<file path="src/rtl/core/pfan_diag_square.sv">
// Diagonal squares: per-axis squared differences for both quad diagonals.
module pfan_diag_square #(
    parameter int COORD_BITS = 16
) (
    input  logic [3:0][2:0][COORD_BITS-1:0]      in_pts,
    output logic [2:0][2*COORD_BITS:0]           out_sq02,
    output logic [2:0][2*COORD_BITS:0]           out_sq13
);

    localparam int DIFF_W = COORD_BITS + 1;
    localparam int SQ_W   = 2 * COORD_BITS + 1;

    // A difference magnitude stays below 2**COORD_BITS, so its square fits SQ_W bits.
    always_comb begin
        logic signed [DIFF_W-1:0]   d02;
        logic signed [DIFF_W-1:0]   d13;
        logic signed [2*DIFF_W-1:0] p02;
        logic signed [2*DIFF_W-1:0] p13;
        for (int k = 0; k < 3; k++) begin
            d02 = DIFF_W'($signed(in_pts[0][k])) - DIFF_W'($signed(in_pts[2][k]));
            d13 = DIFF_W'($signed(in_pts[1][k])) - DIFF_W'($signed(in_pts[3][k]));
            p02 = d02 * d02;
            p13 = d13 * d13;
            out_sq02[k] = p02[SQ_W-1:0];
            out_sq13[k] = p13[SQ_W-1:0];
        end
    end

endmodule

</file>
<file path="config.mk">
export PLATFORM = sky130hd
export DESIGN_NAME = pfan_diag_square
export DESIGN_NICKNAME = d
export VERILOG_FILES = /design/src/rtl/core/pfan_diag_square.sv
export SDC_FILE = /design/constraint.sdc
export NUM_CORES = 2
export LEC_CHECK = 0
export BUFFER_PORTS_ARGS = -buffer_cell sky130_fd_sc_hd__buf_4
export CORE_UTILIZATION = 50
export DETAILED_ROUTE_END_ITERATION = 10
export PLACE_DENSITY_LB_ADDON = 0.08
export SETUP_SLACK_MARGIN = 0.02
export SLEW_MARGIN = 40
export SYNTH_ARGS = -nofsm -noshare
export SYNTH_HDL_FRONTEND = slang
export SYNTH_SLANG_ARGS = --single-unit
export TNS_END_PERCENT = 50
</file>
<file path="constraint.sdc">
create_clock -name vclk -period 10.2
set_input_delay 0.51 -clock vclk [all_inputs]
set_output_delay 0.51 -clock vclk [all_outputs]
set_load 0.05 [all_outputs]
</file>
Word level (Yosys, flattened, before mapping)
Index checks and enable logic that the tools add are counted.
{"block": "word_totals", "regBits": 0, "input_bits": 192, "output_inout_bits": 198, "word_cells": 12}
{"block": "op_classes", "add_sub_neg": 6, "mul": 6}
{"cell": "$mul 17x17->33", "count": 6}
{"cell": "$sub 16x16->17", "count": 6}

Logic depth before layout (Yosys ltp)
{"block": "depth", "word_depth": 2, "ltp_mapped": 36, "depth_no_buf": 36}

Least setup slack after synthesis
Ideal clock, no wire load.
{"block": "synth_timing", "kind": "input to output", "from": "input in_pts[16] (netlist bit)", "to": "output out_sq02[59] (netlist bit)", "t_arrival_ps": 8713, "t_required_ps": 9690, "setup_slack_ps": 977, "cell_stages": 34, "n_path_buf": 1, "path_cell_list": "inv_1 -> ha_1 -> fa_1 -> nor2b_1 -> o21ai_0 -> a21boi_0 -> o21ai_0 -> a21oi_1 -> a41oi_2 -> xor2_1 -> inv_1 -> clkbuf_1 -> nand2_1 -> fa_1 -> inv_1 -> fa_1 -> inv_1 -> fa_1 -> inv_1 -> fa_1 -> fa_1 -> inv_1 -> fa_1 -> inv_1 -> ha_1 -> and2_1 -> or2_2 -> a21o_1 -> a21oi_1 -> a21bo_2 -> a41oi_2 -> a211o_2 -> or4b_1 -> o211ai_1"}
{"item": "from (decl)", "line_no": "5", "source": "input logic [3:0][2:0][COORD_BITS-1:0] in_pts,"}
{"item": "to (decl)", "line_no": "6", "source": "output logic [2:0][2*COORD_BITS:0] out_sq02,"}

==> results.json <==
{
  "gp_congestion": 0.885,
  "rsz0062_at_grt": "yes",
  "critical_path.max_stage_delay_ps": 520,
  "tns_ps": 0,
  "drc_errors": 0,
  "synth_top_area_share_pct": 52.6,
  "start_kind": "input port",
  "routedWlPerCell_um": 17.0,
  "worstSetupPathType": "input port to output port",
  "ys_seq_area_share_pct": 0,
  "postSynthCellCount": 6822,
  "endpoint_kind": "output port",
  "crit_slowest_cell": "fa_1",
  "final_util_pct": 54.9,
  "fin_nets": 9543,
  "required_ps": 9690,
  "drt_iter0_drc": 2316,
  "via_per_inst": 5.04,
  "routed_wl_um": 150000,
  "dp_hpwl_um": 133000,
  "yosysWarnings": 0,
  "hold_depth": 4,
  "fin_crit_ps": 9680,
  "yosysMostFrequentCell": "inv_1",
  "hp-start": "in_pts[49]",
  "period_share_pct": 94.9,
  "setup_ws_ps": 524,
  "drtPass1Iterations": 5,
  "status": "finished clean",
  "yosysTopAreaCell": "fa_1",
  "final_hold_viol_count": 0,
  "grt_max_degree": 20,
  "area.growth.synth_to_final_pct": 8.87,
  "io-pin-count": 390,
  "track_usage_pct": 25.8,
  "min_to": "out_sq13[2]",
  "row_count": 127,
  "coreArea_sq_um": 120000,
  "clock.fmax_ghz": 0.103,
  "vias": 44389,
  "seq_cell_count": 0,
  "path_delay_family": "adder cells",
  "synthTopCellsByArea": "fa_1 53%, inv_1 12%, ha_1 12%",
  "dp_slack_ps": 434,
  "hold_class": "input port to output port",
  "critPathBufInv": 9,
  "io_buffers": 384,
  "initial_utilization_pct": 50.5,
  "grt_pass1_vias": 48932,
  "syn_area_per_cell_sq_um": 8.89,
  "nClkBuffers": 0,
  "netlist_area_sq_um": 60600,
  "max_slew_margin_pct": 40.1,
  "fp.dieW_um": 350,
  "layout-drive-gt1-share_pct": 8.44,
  "cp.arrival_ps": 9170,
  "drv_cap": 0,
  "slew_viol_final": 0,
  "final_cell_area_sq_um": 66000,
  "grt_pass1_wl_um": 253000,
  "seq_area_sq_um": 0,
  "tightest_slew_ps": 899,
  "cp_max_fo": 10,
  "drtAntennaViolNets": 0,
  "globalRouteOverflowTotal": 0,
  "netlist_top_cells_count": "2,009 x inv_1, 1,592 x fa_1, 649 x nor2_1",
  "die_h_um": 350,
  "ys_types": 87,
  "die-area_sq_um": 123000,
  "nFillCells": 11274,
  "setup_viol": 0,
  "n_antenna_cell": 0,
  "postPlaceCellArea_sq_um": 66000,
  "path_common_cell": "fa_1",
  "multi_input_area_sq_um": 52400,
  "antenna_found_initial": 0
}
==> cell type report <==
cell class         count  share of cell area, %
inverters           2033                   11.6
multi-input cells   4630                   79.4
well taps           1612                   3.06
repair buffers       526                   5.98
==> metal layers <==
| metal | vias to the layer above | GRT usage (%) | wire length, um |
|---|---|---|---|
| met1 | 22439 | 34.7 | 63600 |
| li1 | 20726 | - | - |
| met4 | 0 | 5.57 | 3800 |
| met5 | - | 0 | 0 |
| met3 | 184 | 2.92 | 7580 |
| met2 | 1040 | 44.7 | 74700 |
==> cells by family (layout without fill, tap and decap cells) <==
logic type	count (synthesis)	after routing	share of synthesized area (%)
buffers and inverters	2197	2559	13.7
adders and majority gates	2160	2160	64.3
and+or+nand+nor	1558	1558	10.9
AOI/OAI and AO/OA	599	599	6.62
xor gates and xnor gates	296	296	4.36
muxes	11	11	0.188
other	1	6	0.00619
==> how the worst max path moves through the flow <==
stage,slack (ps),endpoint,cells after the start,from
2_1_floorplan,980,out_sq02[59],34,in_pts[16]
3_3_place_gp,540,out_sq02[59],36,in_pts[16]
3_5_place_dp,430,out_sq02[59],36,in_pts[16]
4_1_cts,380,out_sq02[59],36,in_pts[16]
5_1_grt,-5,out_sq13[65],35,in_pts[64]
6_report,520,out_sq02[59],36,in_pts[16]
==> tightest hold or removal path: stages <==
cell    delay [ps]
buf_4           80
ha_1           140
nor2_1          50
buf_4          180
==> per-stage QoR <==
step / hold WS, ps / cells
after CTS: 1470 / 8800
final: 1480 / 8801
after floorplan: 1330 / 6827
after detailed placement: 1470 / 8800
after global placement: 1470 / 8800
after global routing: 1500 / 8801
==> what timing repair did <==
item                                    4_1_cts  5_1_grt
buffers inserted                              0        1
resized for setup                             0        4
hold buffers                                  0        0
endpoints found under the setup margin        0        4
==> layout by cell type (no fill, tap or decap), drive strengths merged, types with 8 or more instances in the layout <==
cell	instances
buf	526
xnor2	213
a41oi	8
nand2	595
xor2	82
fa	1592
o21bai	20
nand4	14
or3	15
nor3	57
a211oi	19
nor4	12
nand3	34
a21boi	16
clkinv	10
o31ai	23
nor2	649
and3	27
a31o	8
nand2b	37
or2	23
ha	568
o31a	8
o21ai	95
and2	37
a21oi	166
nor2b	36
o21a	39
a21o	99
o211ai	18
mux2i	8
a31oi	18
inv	2023
Power is left out: the tool's default activity adds up to more than one toggle a clock period on the data nets, which glitch-free logic cannot reach.
