**src/rtl/core/pfan_pkg.sv**
```systemverilog
// Shared types and constants for the polygon fan triangulator.
package pfan_pkg;

    // Number of leading corners held for the triangle, quad and fan cases.
    localparam int unsigned HELD_DEPTH = 4;

    // Corner count value that stands for "five or more corners seen".
    localparam logic [2:0] FAN_COUNT = 3'd5;

    // What a corner request asks of the downstream stages.
    typedef enum logic [2:0] {
        KIND_NONE,   // corner is only stored, or a short polygon ends
        KIND_TRI,    // third corner closes a triangle
        KIND_QUAD,   // fourth corner closes a quad: pick the shorter diagonal
        KIND_FAN3,   // fifth corner starts a fan: three triangles
        KIND_FAN1    // later fan corner: one triangle
    } pfan_kind_t;

    // Forward control of one pipeline stage.
    typedef struct packed {
        logic       valid;
        pfan_kind_t kind;
    } pfan_ctrl_t;

endpackage

```
**src/rtl/core/pfan_tri_queue.sv**
```systemverilog
// Triangle queue: diagonal choice, triangle assembly and the output burst register.
module pfan_tri_queue #(
    parameter int INDEX_BITS = 24,
    parameter int COORD_BITS = 16
) (
    input  logic                                 aclk,
    input  logic                                 aresetn,
    input  pfan_pkg::pfan_ctrl_t                 in_ctrl,
    output logic                                 in_ready,
    input  logic [4:0][INDEX_BITS-1:0]           in_vtx,
    input  logic [2:0][2*COORD_BITS:0]           in_sq02,
    input  logic [2:0][2*COORD_BITS:0]           in_sq13,
    output logic                                 out_valid,
    input  logic                                 out_ready,
    output logic [2:0][INDEX_BITS-1:0]           out_tri,
    output logic                                 out_last
);
    import pfan_pkg::*;

    localparam int SQ_W  = 2 * COORD_BITS + 1;
    localparam int SUM_W = SQ_W + 2;

    logic [2:0][INDEX_BITS-1:0] tri_reg  [3];
    logic [2:0][INDEX_BITS-1:0] tri_next [3];
    logic [1:0]                 cnt_reg, cnt_next;
    logic [SUM_W-1:0]           sum02, sum13;
    logic                       near02;
    logic                       pop;
    logic                       load;

    assign sum02 = SUM_W'(in_sq02[0]) + SUM_W'(in_sq02[1]) + SUM_W'(in_sq02[2]);
    assign sum13 = SUM_W'(in_sq13[0]) + SUM_W'(in_sq13[1]) + SUM_W'(in_sq13[2]);
    // Strict compare: a tie takes the second diagonal.
    assign near02 = sum02 < sum13;

    always_comb begin
        cnt_next    = 2'd0;
        tri_next[0] = '0;
        tri_next[1] = '0;
        tri_next[2] = '0;
        unique case (in_ctrl.kind)
            KIND_TRI, KIND_FAN1: begin
                cnt_next    = 2'd1;
                tri_next[0] = {in_vtx[2], in_vtx[1], in_vtx[0]};
            end
            KIND_QUAD: begin
                cnt_next = 2'd2;
                if (near02) begin
                    tri_next[0] = {in_vtx[2], in_vtx[1], in_vtx[0]};
                    tri_next[1] = {in_vtx[3], in_vtx[2], in_vtx[0]};
                end else begin
                    tri_next[0] = {in_vtx[3], in_vtx[2], in_vtx[1]};
                    tri_next[1] = {in_vtx[0], in_vtx[3], in_vtx[1]};
                end
            end
            KIND_FAN3: begin
                cnt_next    = 2'd3;
                tri_next[0] = {in_vtx[2], in_vtx[1], in_vtx[0]};
                tri_next[1] = {in_vtx[3], in_vtx[2], in_vtx[0]};
                tri_next[2] = {in_vtx[4], in_vtx[3], in_vtx[0]};
            end
            default: begin
                cnt_next = 2'd0;
            end
        endcase
    end

    assign pop      = out_valid && out_ready;
    // A burst is loaded only once the previous one is gone or leaving.
    assign in_ready = (in_ctrl.kind == KIND_NONE) || (cnt_reg == 2'd0)
                      || (cnt_reg == 2'd1 && out_ready);
    assign load     = in_ctrl.valid && in_ready && (cnt_next != 2'd0);

    always_ff @(posedge aclk) begin
        if (!aresetn) begin
            cnt_reg <= 2'd0;
        end else if (load) begin
            cnt_reg <= cnt_next;
        end else if (pop) begin
            cnt_reg <= cnt_reg - 2'd1;
        end
    end

    always_ff @(posedge aclk) begin
        if (load) begin
            tri_reg[0] <= tri_next[0];
            tri_reg[1] <= tri_next[1];
            tri_reg[2] <= tri_next[2];
        end else if (pop) begin
            tri_reg[0] <= tri_reg[1];
            tri_reg[1] <= tri_reg[2];
        end
    end

    assign out_valid = cnt_reg != 2'd0;
    assign out_tri   = tri_reg[0];
    assign out_last  = cnt_reg == 2'd1;

endmodule

```
**config.mk**
```make
export PLATFORM = sky130hd
export DESIGN_NAME = pfan_tri_queue
export DESIGN_NICKNAME = d
export VERILOG_FILES = /design/src/rtl/core/pfan_pkg.sv /design/src/rtl/core/pfan_tri_queue.sv
export SDC_FILE = /design/constraint.sdc
export NUM_CORES = 1
export LEC_CHECK = 0
export BUFFER_PORTS_ARGS = -buffer_cell sky130_fd_sc_hd__clkbuf_2
export CORE_MARGIN = 10
export CORE_UTILIZATION = 55
export DETAILED_ROUTE_END_ITERATION = 8
export GPL_TIMING_DRIVEN = 0
export PLACE_DENSITY = 0.81
export SKIP_LAST_GASP = 1
export SYNTH_ARGS = -nofsm -noshare
export SYNTH_HDL_FRONTEND = slang
export SYNTH_SLANG_ARGS = --single-unit
```
**constraint.sdc**
```tcl
create_clock -name aclk -period 7.51 [get_ports aclk]
set_input_delay 0.3755 -clock aclk [delete_from_list [all_inputs] [get_ports aclk]]
set_output_delay 0.3755 -clock aclk [all_outputs]
set_load 0.02 [all_outputs]
```
# Yosys cells after proc, flatten, opt, wreduce, memory -nomap -nowiden
# Memory sizes are Yosys's and may differ from the RTL's.
# Index checks and enable logic that the tools add are counted.
# totals
ff_bits	2
ramBits	216
inputBits	325
output_inout_bits	75
word_cells	42
n_memories	1
# classes
addsub	5
order_cmp	1
eq_ne	5
mux	14
bitwise_logic	2
reduce_logical	13
# mem_list
memory	depth	word_bits	rd	rd_ports_with_merged_regs	write_ports	line	source
tri_reg	3	72	3	0	3	pfan_tri_queue.sv:23	logic [2:0][INDEX_BITS-1:0] tri_reg [3];
# ops
operator	n
72-bit case mux with 2 select lines	2
72-bit 2-to-1 mux	3
144-bit 2-to-1 mux	1
34-bit by 33-bit adder with 35-bit output	2
33-bit by 33-bit adder with 34-bit output	2
35-bit less-than comparator	1
3-bit by 2-bit == test with 1-bit output (second input constant)	2
2-bit case mux with 3 select lines	1
2-bit nonzero test	3
1-bit 2-to-1 mux	5
1-bit logical AND	4
2-bit 2-to-1 mux	2
3-bit by 1-bit == test with 1-bit output (second input constant)	1
3-bit == test (second input constant)	1
3-bit logical NOT	1
3-bit OR reduction	1
2-bit by 1-bit == test with 1-bit output (second input constant)	1
2-bit logical NOT	1
1-bit logical OR	2
1-bit bitwise OR	2
2-bit OR reduction	1
2-bit by 1-bit subtractor with 2-bit output (second input constant)	1

# Longest topological paths before layout
# logic_depth
depth_word	8
mapped_depth	23
depth_no_buf	21

# Worst setup path before layout
# Ideal clock, no wire load.
# synth_timing
path_kind	input port to flip-flop
from	in in_sq02[1] (netlist name)
to	mem tri_reg[0][123] (netlist name) (data pin)
setup_ns	0.267
t_arrival_ns	5.238
t_required_ns	7.243
setup_slack_ns	2.005
stages	20
path_buffers	1
cell_sequence	fa_1 ha_1 fa_1 a211oi_1 o21bai_1 a221oi_2 nor3_1 o211a_1 o2111ai_2 a21oi_1 or3_1 ha_1 nand4_1 or3_1 o221ai_1 a311oi_4 a21oi_2 buf_4 mux2i_1 o21ai_0
# synth_rtl
item	line	source
from (decl)	pfan_tri_queue.sv:11	input logic [2:0][2*COORD_BITS:0] in_sq02,
to (decl)	pfan_tri_queue.sv:23	

==> metrics.md <==
| Metric | Value |
|---|---|
| Status | `finished, final reports clean` |
| Max reg flops | `216` |
| Pre-CTS setup slack | `0.755 ns` |
| Worst min path class | `in2reg` |
| PwrDens | `299 mW/mm2` |
| Max cap viols | `0` |
| P_leak | `8.35 nW` |
| Crit-path max FO | `10` |
| Sequential standard cell area | `0.00653 mm2` |
| I/O Pins | `400` |
| Tot Pwr | `5.94 mW` |
| Root Driver | `clkbuf_16` |
| Synth Area per Inst | `9.82 um2` |
| Worst setup startpoint | `in_sq02[1]` |
| Clock Latency Late Sink | `0.53 ns` |
| Dominant cell by count in the synthesized netlist | `a21oi_1` |
| R2R Setup Slk | `4.08 ns` |
| Distinct cells, synth | `64` |
| Footprint of the multi-input gates | `0.00899 mm2` |
| Total setup buffers inserted after CTS | `0` |
| Tmin final | `6.29 ns` |
| Num CTS Buffers | `23` |
| Largest net degree at the start of global routing | `61` |
| P&R area growth vs syn | `20.1%` |
| Kind of end point of the critical path | `register` |
| Slew Limit Fails | `0` |
| Dpl cells | `2,473` |
| FF-to-FF End | `tri_reg[0][81]$_DFFE_PP_` |
| Wire length per cell | `21.8 um` |
| CP cell instances | `clkbuf_2, fa_1, ha_1, fa_1, a211oi_1, o21bai_1, a221oi_2, nor3_1, o211a_1, o2111ai_2, a21oi_1, or3_1, ha_1, nand4_1, or3_1, nor2_1, nand2_1, a21oi_2, buf_4, mux2i_1, o21ai_0` |
| Max Clk Rate | `159 MHz` |
| Vias post-DR | `15,136` |
| Sequential-to-total area share from yosys stat | `0.395` |
| Non-Filler Instances | `2,520` |
| FF-to-FF Start | `cnt_reg[0]$_SDFFE_PN0P_` |
| Crit-path slowest cell | `a221oi_2` |
| Required time of the critical path | `7.74 ns` |
| Worst hold slack | `0.0916 ns` |
| Core Box Area | `0.0296 mm2` |
| Clk slew on worst S/H paths | `0.06 ns` |
| Worst setup margin | `1.22 ns` |
| Yosys warns | `0` |
| DP Area | `0.0191 mm2` |
| Hold depth | `2` |
| Vias in the first global route | `15,605` |
| IO buf count | `397` |
| Hold buffer count at cts | `0` |
| Synth area leaders | `edfxtp_1, a21oi_1, fa_1, ha_1, nor2_1` |
| Setup violators final | `0` |
| DRT antenna net count | `0` |
| Worst-case reg-to-reg path depth | `12` |
| Final core utilization | `0.670` |
| Top cells by count, synth | `a21oi_1, edfxtp_1, nor2_1` |
| Starting Density | `0.558` |
| CP Depth | `21` |
| Chip height | `193 um` |
| Vias per inst | `6.01` |
| Final setup TNS | `0 ns` |
| Initial antenna violation count | `9` |
| Residual DRC | `0` |
| NumNets Final | `2,601` |
| Mapped cell area | `0.0165 mm2` |
| Filler cells | `2,347` |
| Gr ovfl total | `0` |
| Pin slew with the least headroom to its limit | `0.908 ns` |
| WL final | `54,900 um` |
| Die extent in x | `193 um` |
| Critical path arrival | `6.52 ns` |
| Unrepaired setup endpoints after global routing | `no` |
| Maximum VDD drop | `161 uV` |
| CP bufs+invs | `2` |
| Slew headroom | `0.395` |
| Family with the most delay on the worst path | `compound AO/OA/AOI/OAI gates` |
| # resized after CTS | `0` |
| Final Cycle Share | `0.837` |
| Async SR Flop Fraction | `0` |
| TritonCTS clock tree | `yes` |
| Post-Synthesis Cells | `1,683` |
| Slowest stage delay, CP | `0.55 ns` |
| Syn_nets | `2,176` |
| Yosys reg bits | `218` |
| Detailed placement HPWL | `42,700 um` |
| Die ar. | `0.0374 mm2` |
| First-pass GRT wire length | `84,900 um` |
| Post-synth top area share | `0.392` |
| Worst setup path end | `tri_reg[0][132]$_DFFE_PP_` |
| Share of cells above drive strength 1 | `0.251` |
| CTS H-tree depth | `1` |
| Design Area, Final | `0.0198 mm2` |
| Main synth FF type | `edfxtp_1` |
| Clock Sinks | `218` |
| CP Launch Type | `input pin` |
| Final hold vios | `0` |
| Worst clock skew | `0.00969 ns` |
| Post-synth top area cell | `edfxtp_1` |
| GRT Overall Usage | `0.281` |
| Worst Setup Path Type | `in2reg` |
| Max Root-Sink Buffers | `3` |
| Number of DRC markers in iteration 0 | `1,713` |
| Routability cong. | `0.920` |
| Post-synth EDFFs | `216` |
| TritonRoute pass-1 iters | `6` |
| # rows | `63` |
-- worst min path at each step --
stage,to,slack (ns),startpoint
floorplan,cnt_reg[1]$_SDFFE_PN0P_,0.49,aresetn
global placement,tri_reg[0][136]$_DFFE_PP_,0.51,tri_reg[1][64]$_SDFFCE_PP0P_
detailed placement,tri_reg[0][126]$_DFFE_PP_,0.51,tri_reg[1][54]$_SDFFCE_PP0P_
CTS,cnt_reg[1]$_SDFFE_PN0P_,0.09,aresetn
global route,cnt_reg[1]$_SDFFE_PN0P_,0.12,aresetn
finish,cnt_reg[1]$_SDFFE_PN0P_,0.09,aresetn
-- where the power goes --
part           switching [mW]  internal (mW)  total [mW]
clock network           0.481          0.662        1.14
logic                    1.78           1.15        2.93
registers              0.0909           1.78        1.87
total                    2.35           3.59        5.94
-- layer usage --
| metal | wire (um) | global-route usage |
|---|---|---|
| met5 | 50 | 0 |
| met4 | 2520 | 0.123 |
| met3 | 6250 | 0.0743 |
| met2 | 26000 | 0.469 |
| met1 | 20100 | 0.333 |
-- cell usage in the layout, fill, tap and decap left out, types with 5 or more instances in the layout --
cell type,Yosys,routed
a211o_1,7,7
a21o_1,32,32
a21oi_1,314,314
a31oi_1,30,30
and2_1,80,80
buf_4,78,78
clkbuf_1,67,70
clkbuf_16,0,23
clkbuf_2,0,397
clkinv_1,0,6
clkinv_2,0,5
diode_2,0,6
edfxtp_1,216,216
fa_1,68,68
ha_1,100,100
inv_1,34,33
mux2_1,46,46
mux2i_1,25,25
nand2_1,145,144
nand2b_1,6,6
nand3_1,15,15
nand4_1,13,13
nor2_1,180,180
nor3_1,8,8
o21a_1,9,9
o21ai_0,57,57
o21bai_1,10,10
or2_2,5,5
or3_1,5,5
xnor2_1,33,33
xor2_1,21,21
-- cells by family (layout without fill, tap and decap cells) --
family / Yosys count / after routing / synth area share
AO/OA/AOI/OAI: 505 / 505 / 0.176
AND/OR/NAND/NOR: 480 / 480 / 0.132
flip-flops: 218 / 218 / 0.395
buffers and inverters: 184 / 625 / 0.0614
adder cells (fa/ha/maj): 168 / 168 / 0.158
multiplexers: 74 / 74 / 0.0485
XOR/XNOR: 54 / 54 / 0.0286
other: 0 / 6 / 0
-- area by class of cell --
class	instances	area share
diodes	6	0.000757
plain buffers	150	0.0447
clock buffers	26	0.0296
clock inverters	15	0.00738
inverters	34	0.00656
multi-input cells	1281	0.453
flip-flops and latches	218	0.329
well taps	390	0.0246
repair buffers	400	0.104
Note: power is estimated with default switching activity, not from simulation.
