**src/rtl/core/pfan_pkg.sv**
```systemverilog
// Shared types and constants for the polygon fan triangulator.
package pfan_pkg;

    // Number of leading corners held for the triangle, quad and fan cases.
    localparam int unsigned HELD_DEPTH = 4;

    // Corner count value that stands for "five or more corners seen".
    localparam logic [2:0] FAN_COUNT = 3'd5;

    // What a corner request asks of the downstream stages.
    typedef enum logic [2:0] {
        KIND_NONE,   // corner is only stored, or a short polygon ends
        KIND_TRI,    // third corner closes a triangle
        KIND_QUAD,   // fourth corner closes a quad: pick the shorter diagonal
        KIND_FAN3,   // fifth corner starts a fan: three triangles
        KIND_FAN1    // later fan corner: one triangle
    } pfan_kind_t;

    // Forward control of one pipeline stage.
    typedef struct packed {
        logic       valid;
        pfan_kind_t kind;
    } pfan_ctrl_t;

endpackage

```
**src/rtl/core/pfan_corner_store.sv**
```systemverilog
// Corner store: polygon state, held corners, and the first pipeline register.
module pfan_corner_store #(
    parameter int INDEX_BITS = 24,
    parameter int COORD_BITS = 16
) (
    input  logic                                 aclk,
    input  logic                                 aresetn,
    input  logic                                 in_valid,
    output logic                                 in_ready,
    input  logic [INDEX_BITS-1:0]                in_index,
    input  logic [2:0][COORD_BITS-1:0]           in_coord,
    input  logic                                 in_last,
    output pfan_pkg::pfan_ctrl_t                 out_ctrl,
    input  logic                                 out_ready,
    output logic [4:0][INDEX_BITS-1:0]           out_vtx,
    output logic [3:0][2:0][COORD_BITS-1:0]      out_pts
);
    import pfan_pkg::*;

    logic [2:0]                  count_reg, count_next;
    logic [INDEX_BITS-1:0]       held_index_reg [HELD_DEPTH];
    logic [2:0][COORD_BITS-1:0]  held_coord_reg [HELD_DEPTH];
    logic [INDEX_BITS-1:0]       prev_index_reg;
    logic                        valid_reg;
    pfan_kind_t                  kind_reg, kind_next;
    logic [4:0][INDEX_BITS-1:0]  vtx_reg, vtx_next;
    logic [3:0][2:0][COORD_BITS-1:0] pts_reg;
    logic                        accept;
    logic                        store_corner;
    logic                        fan_corner;

    assign in_ready = !valid_reg || out_ready;
    assign accept   = in_valid && in_ready;

    always_comb begin
        kind_next    = KIND_NONE;
        store_corner = 1'b0;
        fan_corner   = 1'b0;
        count_next   = count_reg;
        vtx_next     = '0;
        priority if (count_reg < 3'(HELD_DEPTH)) begin
            if (in_last && count_reg == 3'd2) begin
                kind_next   = KIND_TRI;
                vtx_next[0] = held_index_reg[0];
                vtx_next[1] = held_index_reg[1];
                vtx_next[2] = in_index;
            end else if (in_last && count_reg == 3'd3) begin
                kind_next   = KIND_QUAD;
                vtx_next[0] = held_index_reg[0];
                vtx_next[1] = held_index_reg[1];
                vtx_next[2] = held_index_reg[2];
                vtx_next[3] = in_index;
            end else if (!in_last) begin
                store_corner = 1'b1;
                count_next   = count_reg + 3'd1;
            end
        end else if (count_reg == 3'(HELD_DEPTH)) begin
            kind_next   = KIND_FAN3;
            fan_corner  = 1'b1;
            count_next  = FAN_COUNT;
            vtx_next[0] = held_index_reg[0];
            vtx_next[1] = held_index_reg[1];
            vtx_next[2] = held_index_reg[2];
            vtx_next[3] = held_index_reg[3];
            vtx_next[4] = in_index;
        end else begin
            kind_next   = KIND_FAN1;
            fan_corner  = 1'b1;
            count_next  = FAN_COUNT;
            vtx_next[0] = held_index_reg[0];
            vtx_next[1] = prev_index_reg;
            vtx_next[2] = in_index;
        end
        if (in_last) begin
            count_next = 3'd0;
        end
    end

    always_ff @(posedge aclk) begin
        if (!aresetn) begin
            count_reg      <= 3'd0;
            prev_index_reg <= '0;
            valid_reg      <= 1'b0;
        end else begin
            if (accept) begin
                count_reg <= count_next;
                if (fan_corner) begin
                    prev_index_reg <= in_index;
                end
            end
            if (in_ready) begin
                valid_reg <= in_valid;
            end
        end
    end

    // Held corners and stage payload carry no reset.
    always_ff @(posedge aclk) begin
        if (accept) begin
            if (store_corner) begin
                held_index_reg[count_reg[1:0]] <= in_index;
                held_coord_reg[count_reg[1:0]] <= in_coord;
            end
            kind_reg   <= kind_next;
            vtx_reg    <= vtx_next;
            pts_reg[0] <= held_coord_reg[0];
            pts_reg[1] <= held_coord_reg[1];
            pts_reg[2] <= held_coord_reg[2];
            pts_reg[3] <= in_coord;
        end
    end

    assign out_ctrl.valid = valid_reg;
    assign out_ctrl.kind  = kind_reg;
    assign out_vtx        = vtx_reg;
    assign out_pts        = pts_reg;

endmodule

```
**config.mk**
```make
export PLATFORM = sky130hd
export DESIGN_NAME = pfan_corner_store
export DESIGN_NICKNAME = d
export VERILOG_FILES = /design/src/rtl/core/pfan_pkg.sv /design/src/rtl/core/pfan_corner_store.sv
export SDC_FILE = /design/constraint.sdc
export NUM_CORES = 1
export LEC_CHECK = 0
export BUFFER_PORTS_ARGS = -buffer_cell sky130_fd_sc_hd__buf_2
export CORE_MARGIN = 3
export CORE_UTILIZATION = 40
export CTS_CLUSTER_SIZE = 25
export DETAILED_ROUTE_END_ITERATION = 8
export PLACE_DENSITY = 0.69
export SLEW_MARGIN = 10
export SYNTH_ARGS = -nofsm -noshare
export SYNTH_HDL_FRONTEND = slang
export SYNTH_SLANG_ARGS = --single-unit
```
**constraint.sdc**
```tcl
create_clock -name aclk -period 35.3 [get_ports aclk]
set_clock_uncertainty 0.2 [all_clocks]
set_input_delay 5.295 -clock aclk [delete_from_list [all_inputs] [get_ports aclk]]
set_output_delay 5.295 -clock aclk [all_outputs]
set_load 0.02 [all_outputs]
```
# Word level (Yosys, flattened, before mapping)
# Memory sizes are Yosys's and may differ from the RTL's. A register that Yosys moved wholly into a read port is not among the register bits.
# Index checks and enable logic that the tools add are counted.
dict set report classes {
  n_eq_ne 5
  n_mux 21
  reduce_logical 8
  bitwise_logic 2
  n_addsub 1
  n_lt_le_gt_ge 1
}
# cell n
set op_table {}
lappend op_table {{96-bit two-way mux} 2}
lappend op_table {{72-bit two-way mux} 2}
lappend op_table {{24-bit two-way mux} 2}
lappend op_table {{3-bit two-way mux} 6}
lappend op_table {{1-bit two-way mux} 7}
lappend op_table {{3-bit by 2-bit equality test with 1-bit output, second input constant} 2}
lappend op_table {{3-bit != test, second input constant} 2}
lappend op_table {{2-bit two-way mux} 2}
lappend op_table {{3-bit by 1-bit adder with 3-bit output, second input constant} 1}
lappend op_table {{3-bit equality test, second input constant} 1}
lappend op_table {{1-bit logical AND} 3}
lappend op_table {{3-bit < comparator, second input constant} 1}
lappend op_table {{3-bit AND reduction} 1}
lappend op_table {{1-bit inverter} 2}
lappend op_table {{2-bit AND reduction} 1}
lappend op_table {{2-bit OR reduction} 1}
lappend op_table {{1-bit logical NOT} 1}
lappend op_table {{1-bit logical OR} 1}
dict set report word_totals {
  output_inout_bits 317
  elab_cells 52
  ramBits 288
  n_memories 2
  register_bits 199
  input_bits 77
}
# memory words word_bits rd rd_ports_with_merged_regs write_ports line
set memory_table {}
lappend memory_table {held_coord_reg 4 48 3 3 1 pfan_corner_store.sv:22} ;# logic [2:0][COORD_BITS-1:0] held_coord_reg [HELD_DEPTH];
lappend memory_table {held_index_reg 4 24 4 0 1 pfan_corner_store.sv:21} ;# logic [INDEX_BITS-1:0] held_index_reg [HELD_DEPTH];

# Longest topological paths before layout
dict set report depth {
  word_depth 8
  ltp_mapped 7
  mapped_depth_nobuf 5
}

# Least setup slack after synthesis
# Ideal clock, no wire load.
dict set report synth_timing {
  kind {input-to-reg}
  from {input out_ready}
  to {memory held_coord_reg[0][0] (netlist bit) (enable)}
  arrival_ns 21.518
  t_required_ns 34.662
  slack_ns 13.143
  path_buffers 0
  setup_time_ns 0.438
  stages 3
  cell_sequence {nor2b_1 > nor2_1 > and3_1}
}
dict set report synth_via {
  elab_chain_len 4
}
# element line
set synth_rtl {}
lappend synth_rtl {{from (decl)} pfan_corner_store.sv:14} ;# input logic out_ready,
lappend synth_rtl {{1-bit logical OR} pfan_corner_store.sv:32} ;# assign in_ready = !valid_reg || out_ready;
lappend synth_rtl {{1-bit logical AND} pfan_corner_store.sv:33} ;# assign accept = in_valid && in_ready;
lappend synth_rtl {{named net accept} pfan_corner_store.sv:28} ;# logic accept;
lappend synth_rtl {{1-bit two-way mux} pfan_corner_store.sv:99} ;# if (accept) begin
lappend synth_rtl {{1-bit two-way mux (implied by the code)} pfan_corner_store.sv:102} ;# held_coord_reg[count_reg[1:0]] <= in_coord;
lappend synth_rtl {{to (decl)} pfan_corner_store.sv:22}
# The timed path passes the listed nets, and every way through them passes these cells.

# Final worst setup path
dict set report layout_timing {
  from {input out_ready}
  to {output in_ready}
}
dict set report layout_via {
  elab_chain_len 1
}
# element line
set layout_rtl {}
lappend layout_rtl {{1-bit logical OR} pfan_corner_store.sv:32}
lappend layout_rtl {{to (decl)} pfan_corner_store.sv:9} ;# output logic in_ready,
# No other way between the ends.

==> results.md <==
- Run status: finished clean
- Final setup fails: 0
- Vias: 9982
- Cell taking the most area after synthesis: edfxtp_1
- Worst hold path depth: 0
- RR Startpoint: valid_reg
- Max FFs per register: 192
- Pwr dens: 61.34 mW/mm²
- Mapped Nets: 1004
- DRC: 0
- LEAKAGE: 9.331 nW
- Fin crit share: 33.28%
- Synth area leaders: edfxtp_1, dfxtp_1, mux2i_1, mux2_2, a222oi_1
- Worst path max stage delay: 0.46 ns
- Routed length per instance: 20.65 µm
- CTS sink count: 583
- Fmax achieved: 85.11 MHz
- Layout area overhead: 23.63%
- Fraction of registers with async set/reset: 0%
- # IOs: 394
- Antenna diodes: 0
- Grt total ovfl: 0
- R2r setup slk: 31.75 ns
- Total Wirelength: 42.31 mm
- TritonCTS clock tree: built
- Area share of the largest cell type after synthesis: 84.56%
- CTS HTree Levels: 2
- Die H: 228.0 µm
- Global-route usage over all layers: 15.76%
- Clock buffer depth: 3
- Max rail drop VDD: 0.03660 mV
- Num rows: 80
- Syn Inst Count: 923
- Most used cell along the critical path: buf_2
- Root Buffer: clkbuf_16
- Post-CTS sizing: 0
- Setup Fix Bufs, Post-CTS: 0
- Synth warnings: 0
- Starting Density: 40.85%
- Inst Count DP: 1944
- Critical setup path kind: in -> out
- Routed Antenna Nets: 0
- Min-Delay Endpoint: out_pts[16]
- Post-synthesis register bit count: 583
- Detail Placement HPWL: 26.39 mm
- Share of cells above drive strength 1: 37.90%
- CTS buffer count: 56
- Clk Latency, worst-skew pair: 0.59 ns
- Slowest CP cell: nor2b_1
- Worst-margin pin slew: 1.151 ns
- Post-synthesis average cell area: 21.35 µm²
- Cell Area, Placed: 0.02238 mm²
- Via-per-instance ratio: 4.872
- Crit end category: output pin
- First-pass GRT wire length: 62.64 mm
- Worst-path maximum fanout: 5
- Max-Cap Viols: 0
- DRT Pass-1 Iters: 5
- Number of global-route vias before repair: 9909
- Tightest Hold Check Type: reg -> reg
- Cts hold-fix bufs: 0
- FF-to-FF path depth: 5
- Antenna violations before repair: 0
- Required @ worst endpoint: 29.80 ns
- Synth cell types: 33
- Rel. slew slack: 23.28%
- Filler cells: 3896
- Final net count: 1427
- Synth cell count leaders: edfxtp_1, nand2_1, mux2i_1
- CP Cell Sequence: buf_2 -> nor2b_1 -> inv_1 -> buf_2
- FF+latch area: 0.01723 mm²
- R2R Path End: out_pts[20]
- Die Area: 0.05197 mm²
- Hold path start: held_coord_reg[0][16]
- Area of the multi-input gates: 0.002168 mm²
- Tmin final: 11.75 ns
- RSZ-0062 raised after global routing: false
- DIE WIDTH: 228.0 µm
- Final hold violations: 0
- Largest net degree at the start of global routing: 79
- RePlAce Congestion: 0.7658
- Seq/Total Area, Yosys: 87.40%
- Total negative slack: 0 ns
- Worst EP arrival: 6.25 ns
- Clock transition at path regs: 0.06 ns
- Fin area: 0.02437 mm²
- Port Buffers: 393
- Finished Layout Cells: 2049
- Core area: 0.04825 mm²
- Initial DRC count: 677
- CP startpoint kind: primary input
- Top-count cell post-synth: edfxtp_1
- Max-slew violation count: 0
- Synth Flop Type: edfxtp_1
- EDFF count, synth: 555
- Cell Area, Synth: 0.01971 mm²
==> worst max-delay path by stage <==
stage / slack, ns / startpoint / depth (start not counted) / end
final: 23.55 / out_ready / 4 / in_ready
after global placement: 23.63 / out_ready / 4 / in_ready
after global routing: 23.49 / out_ready / 4 / in_ready
after detailed placement: 23.57 / out_ready / 4 / in_ready
after floorplan: 13.14 / out_ready / 3 / held_coord_reg[0][0]
after CTS: 23.57 / out_ready / 4 / in_ready
==> area by class of cell <==
type                            count  area share, %
Sequential cell                   583          70.70
Multi-Input combinational cell    271          8.898
Timing Repair Buffer              405          8.441
Clock buffer                       69          6.249
Tap cell                          656          3.368
Clock inverter                     36          1.900
Inverter                           29         0.4467
==> per-stage QoR <==
stage | hold slack, ns | setup slack, ns | power [W] | util (%)
floorplan | 0.2003 | 13.14 | 0.0008529 | -
detailed placement | 0.2045 | 23.57 | 0.0008808 | 46.39
global route | 0.2214 | 23.49 | 0.001544 | 50.51
global placement | 0.2005 | 23.63 | 0.0008787 | 46.39
finish | 0.2128 | 23.55 | 0.001495 | 50.51
CTS | 0.2152 | 23.57 | 0.001512 | 50.51
==> where the power goes <==
part           switching (W)   total, W  internal (W)  leakage [nW]
clock network       0.000249   0.000630      0.000381         0.965
registers         0.00000625   0.000788      0.000782          5.51
logic              0.0000568  0.0000760     0.0000192          2.86
total               0.000312    0.00149       0.00118          9.33
==> kinds of logic (layout without fill, tap and decap cells) <==
family / after synthesis / in the layout / synth area share [%]
flip-flops: 583 / 583 / 87.40
AND/OR/NAND/NOR: 113 / 113 / 3.111
AO/OA/AOI/OAI: 83 / 83 / 3.694
multiplexers: 71 / 71 / 3.752
buffers and inverters: 69 / 539 / 1.790
adder cells (fa/ha/maj): 4 / 4 / 0.2539
==> critical path: cells and delay by family <==
family | cells | cell delay (ns)
and+or+nand+nor | 1 | 0.46
buffers and inverters | 3 | 0.51
==> layout by cell type, fill, tap and decap left out, drive strengths merged, types with 2 or more instances in the layout <==
master,n
inv,32
dfxtp,28
nor2,3
a22o,24
nand2,49
mux2,23
or2,2
clkbuf,69
and3,28
o21a,2
edfxtp,555
nor2b,12
ha,4
buf,405
and2b,14
o2bb2ai,24
clkinv,21
mux2i,48
o21ai,3
bufinv,10
a21oi,3
a222oi,23
clkinvlp,2
==> routing by layer <==
layer  wire length (µm)  track usage [%]  up-vias
met3               3354            4.653       62
li1                   -                -     4512
met2              20320            25.80      419
met1              17650            20.63     4989
met4                983            4.499        0
met5                  0                0        -
Power figures use the tool's default switching activity.
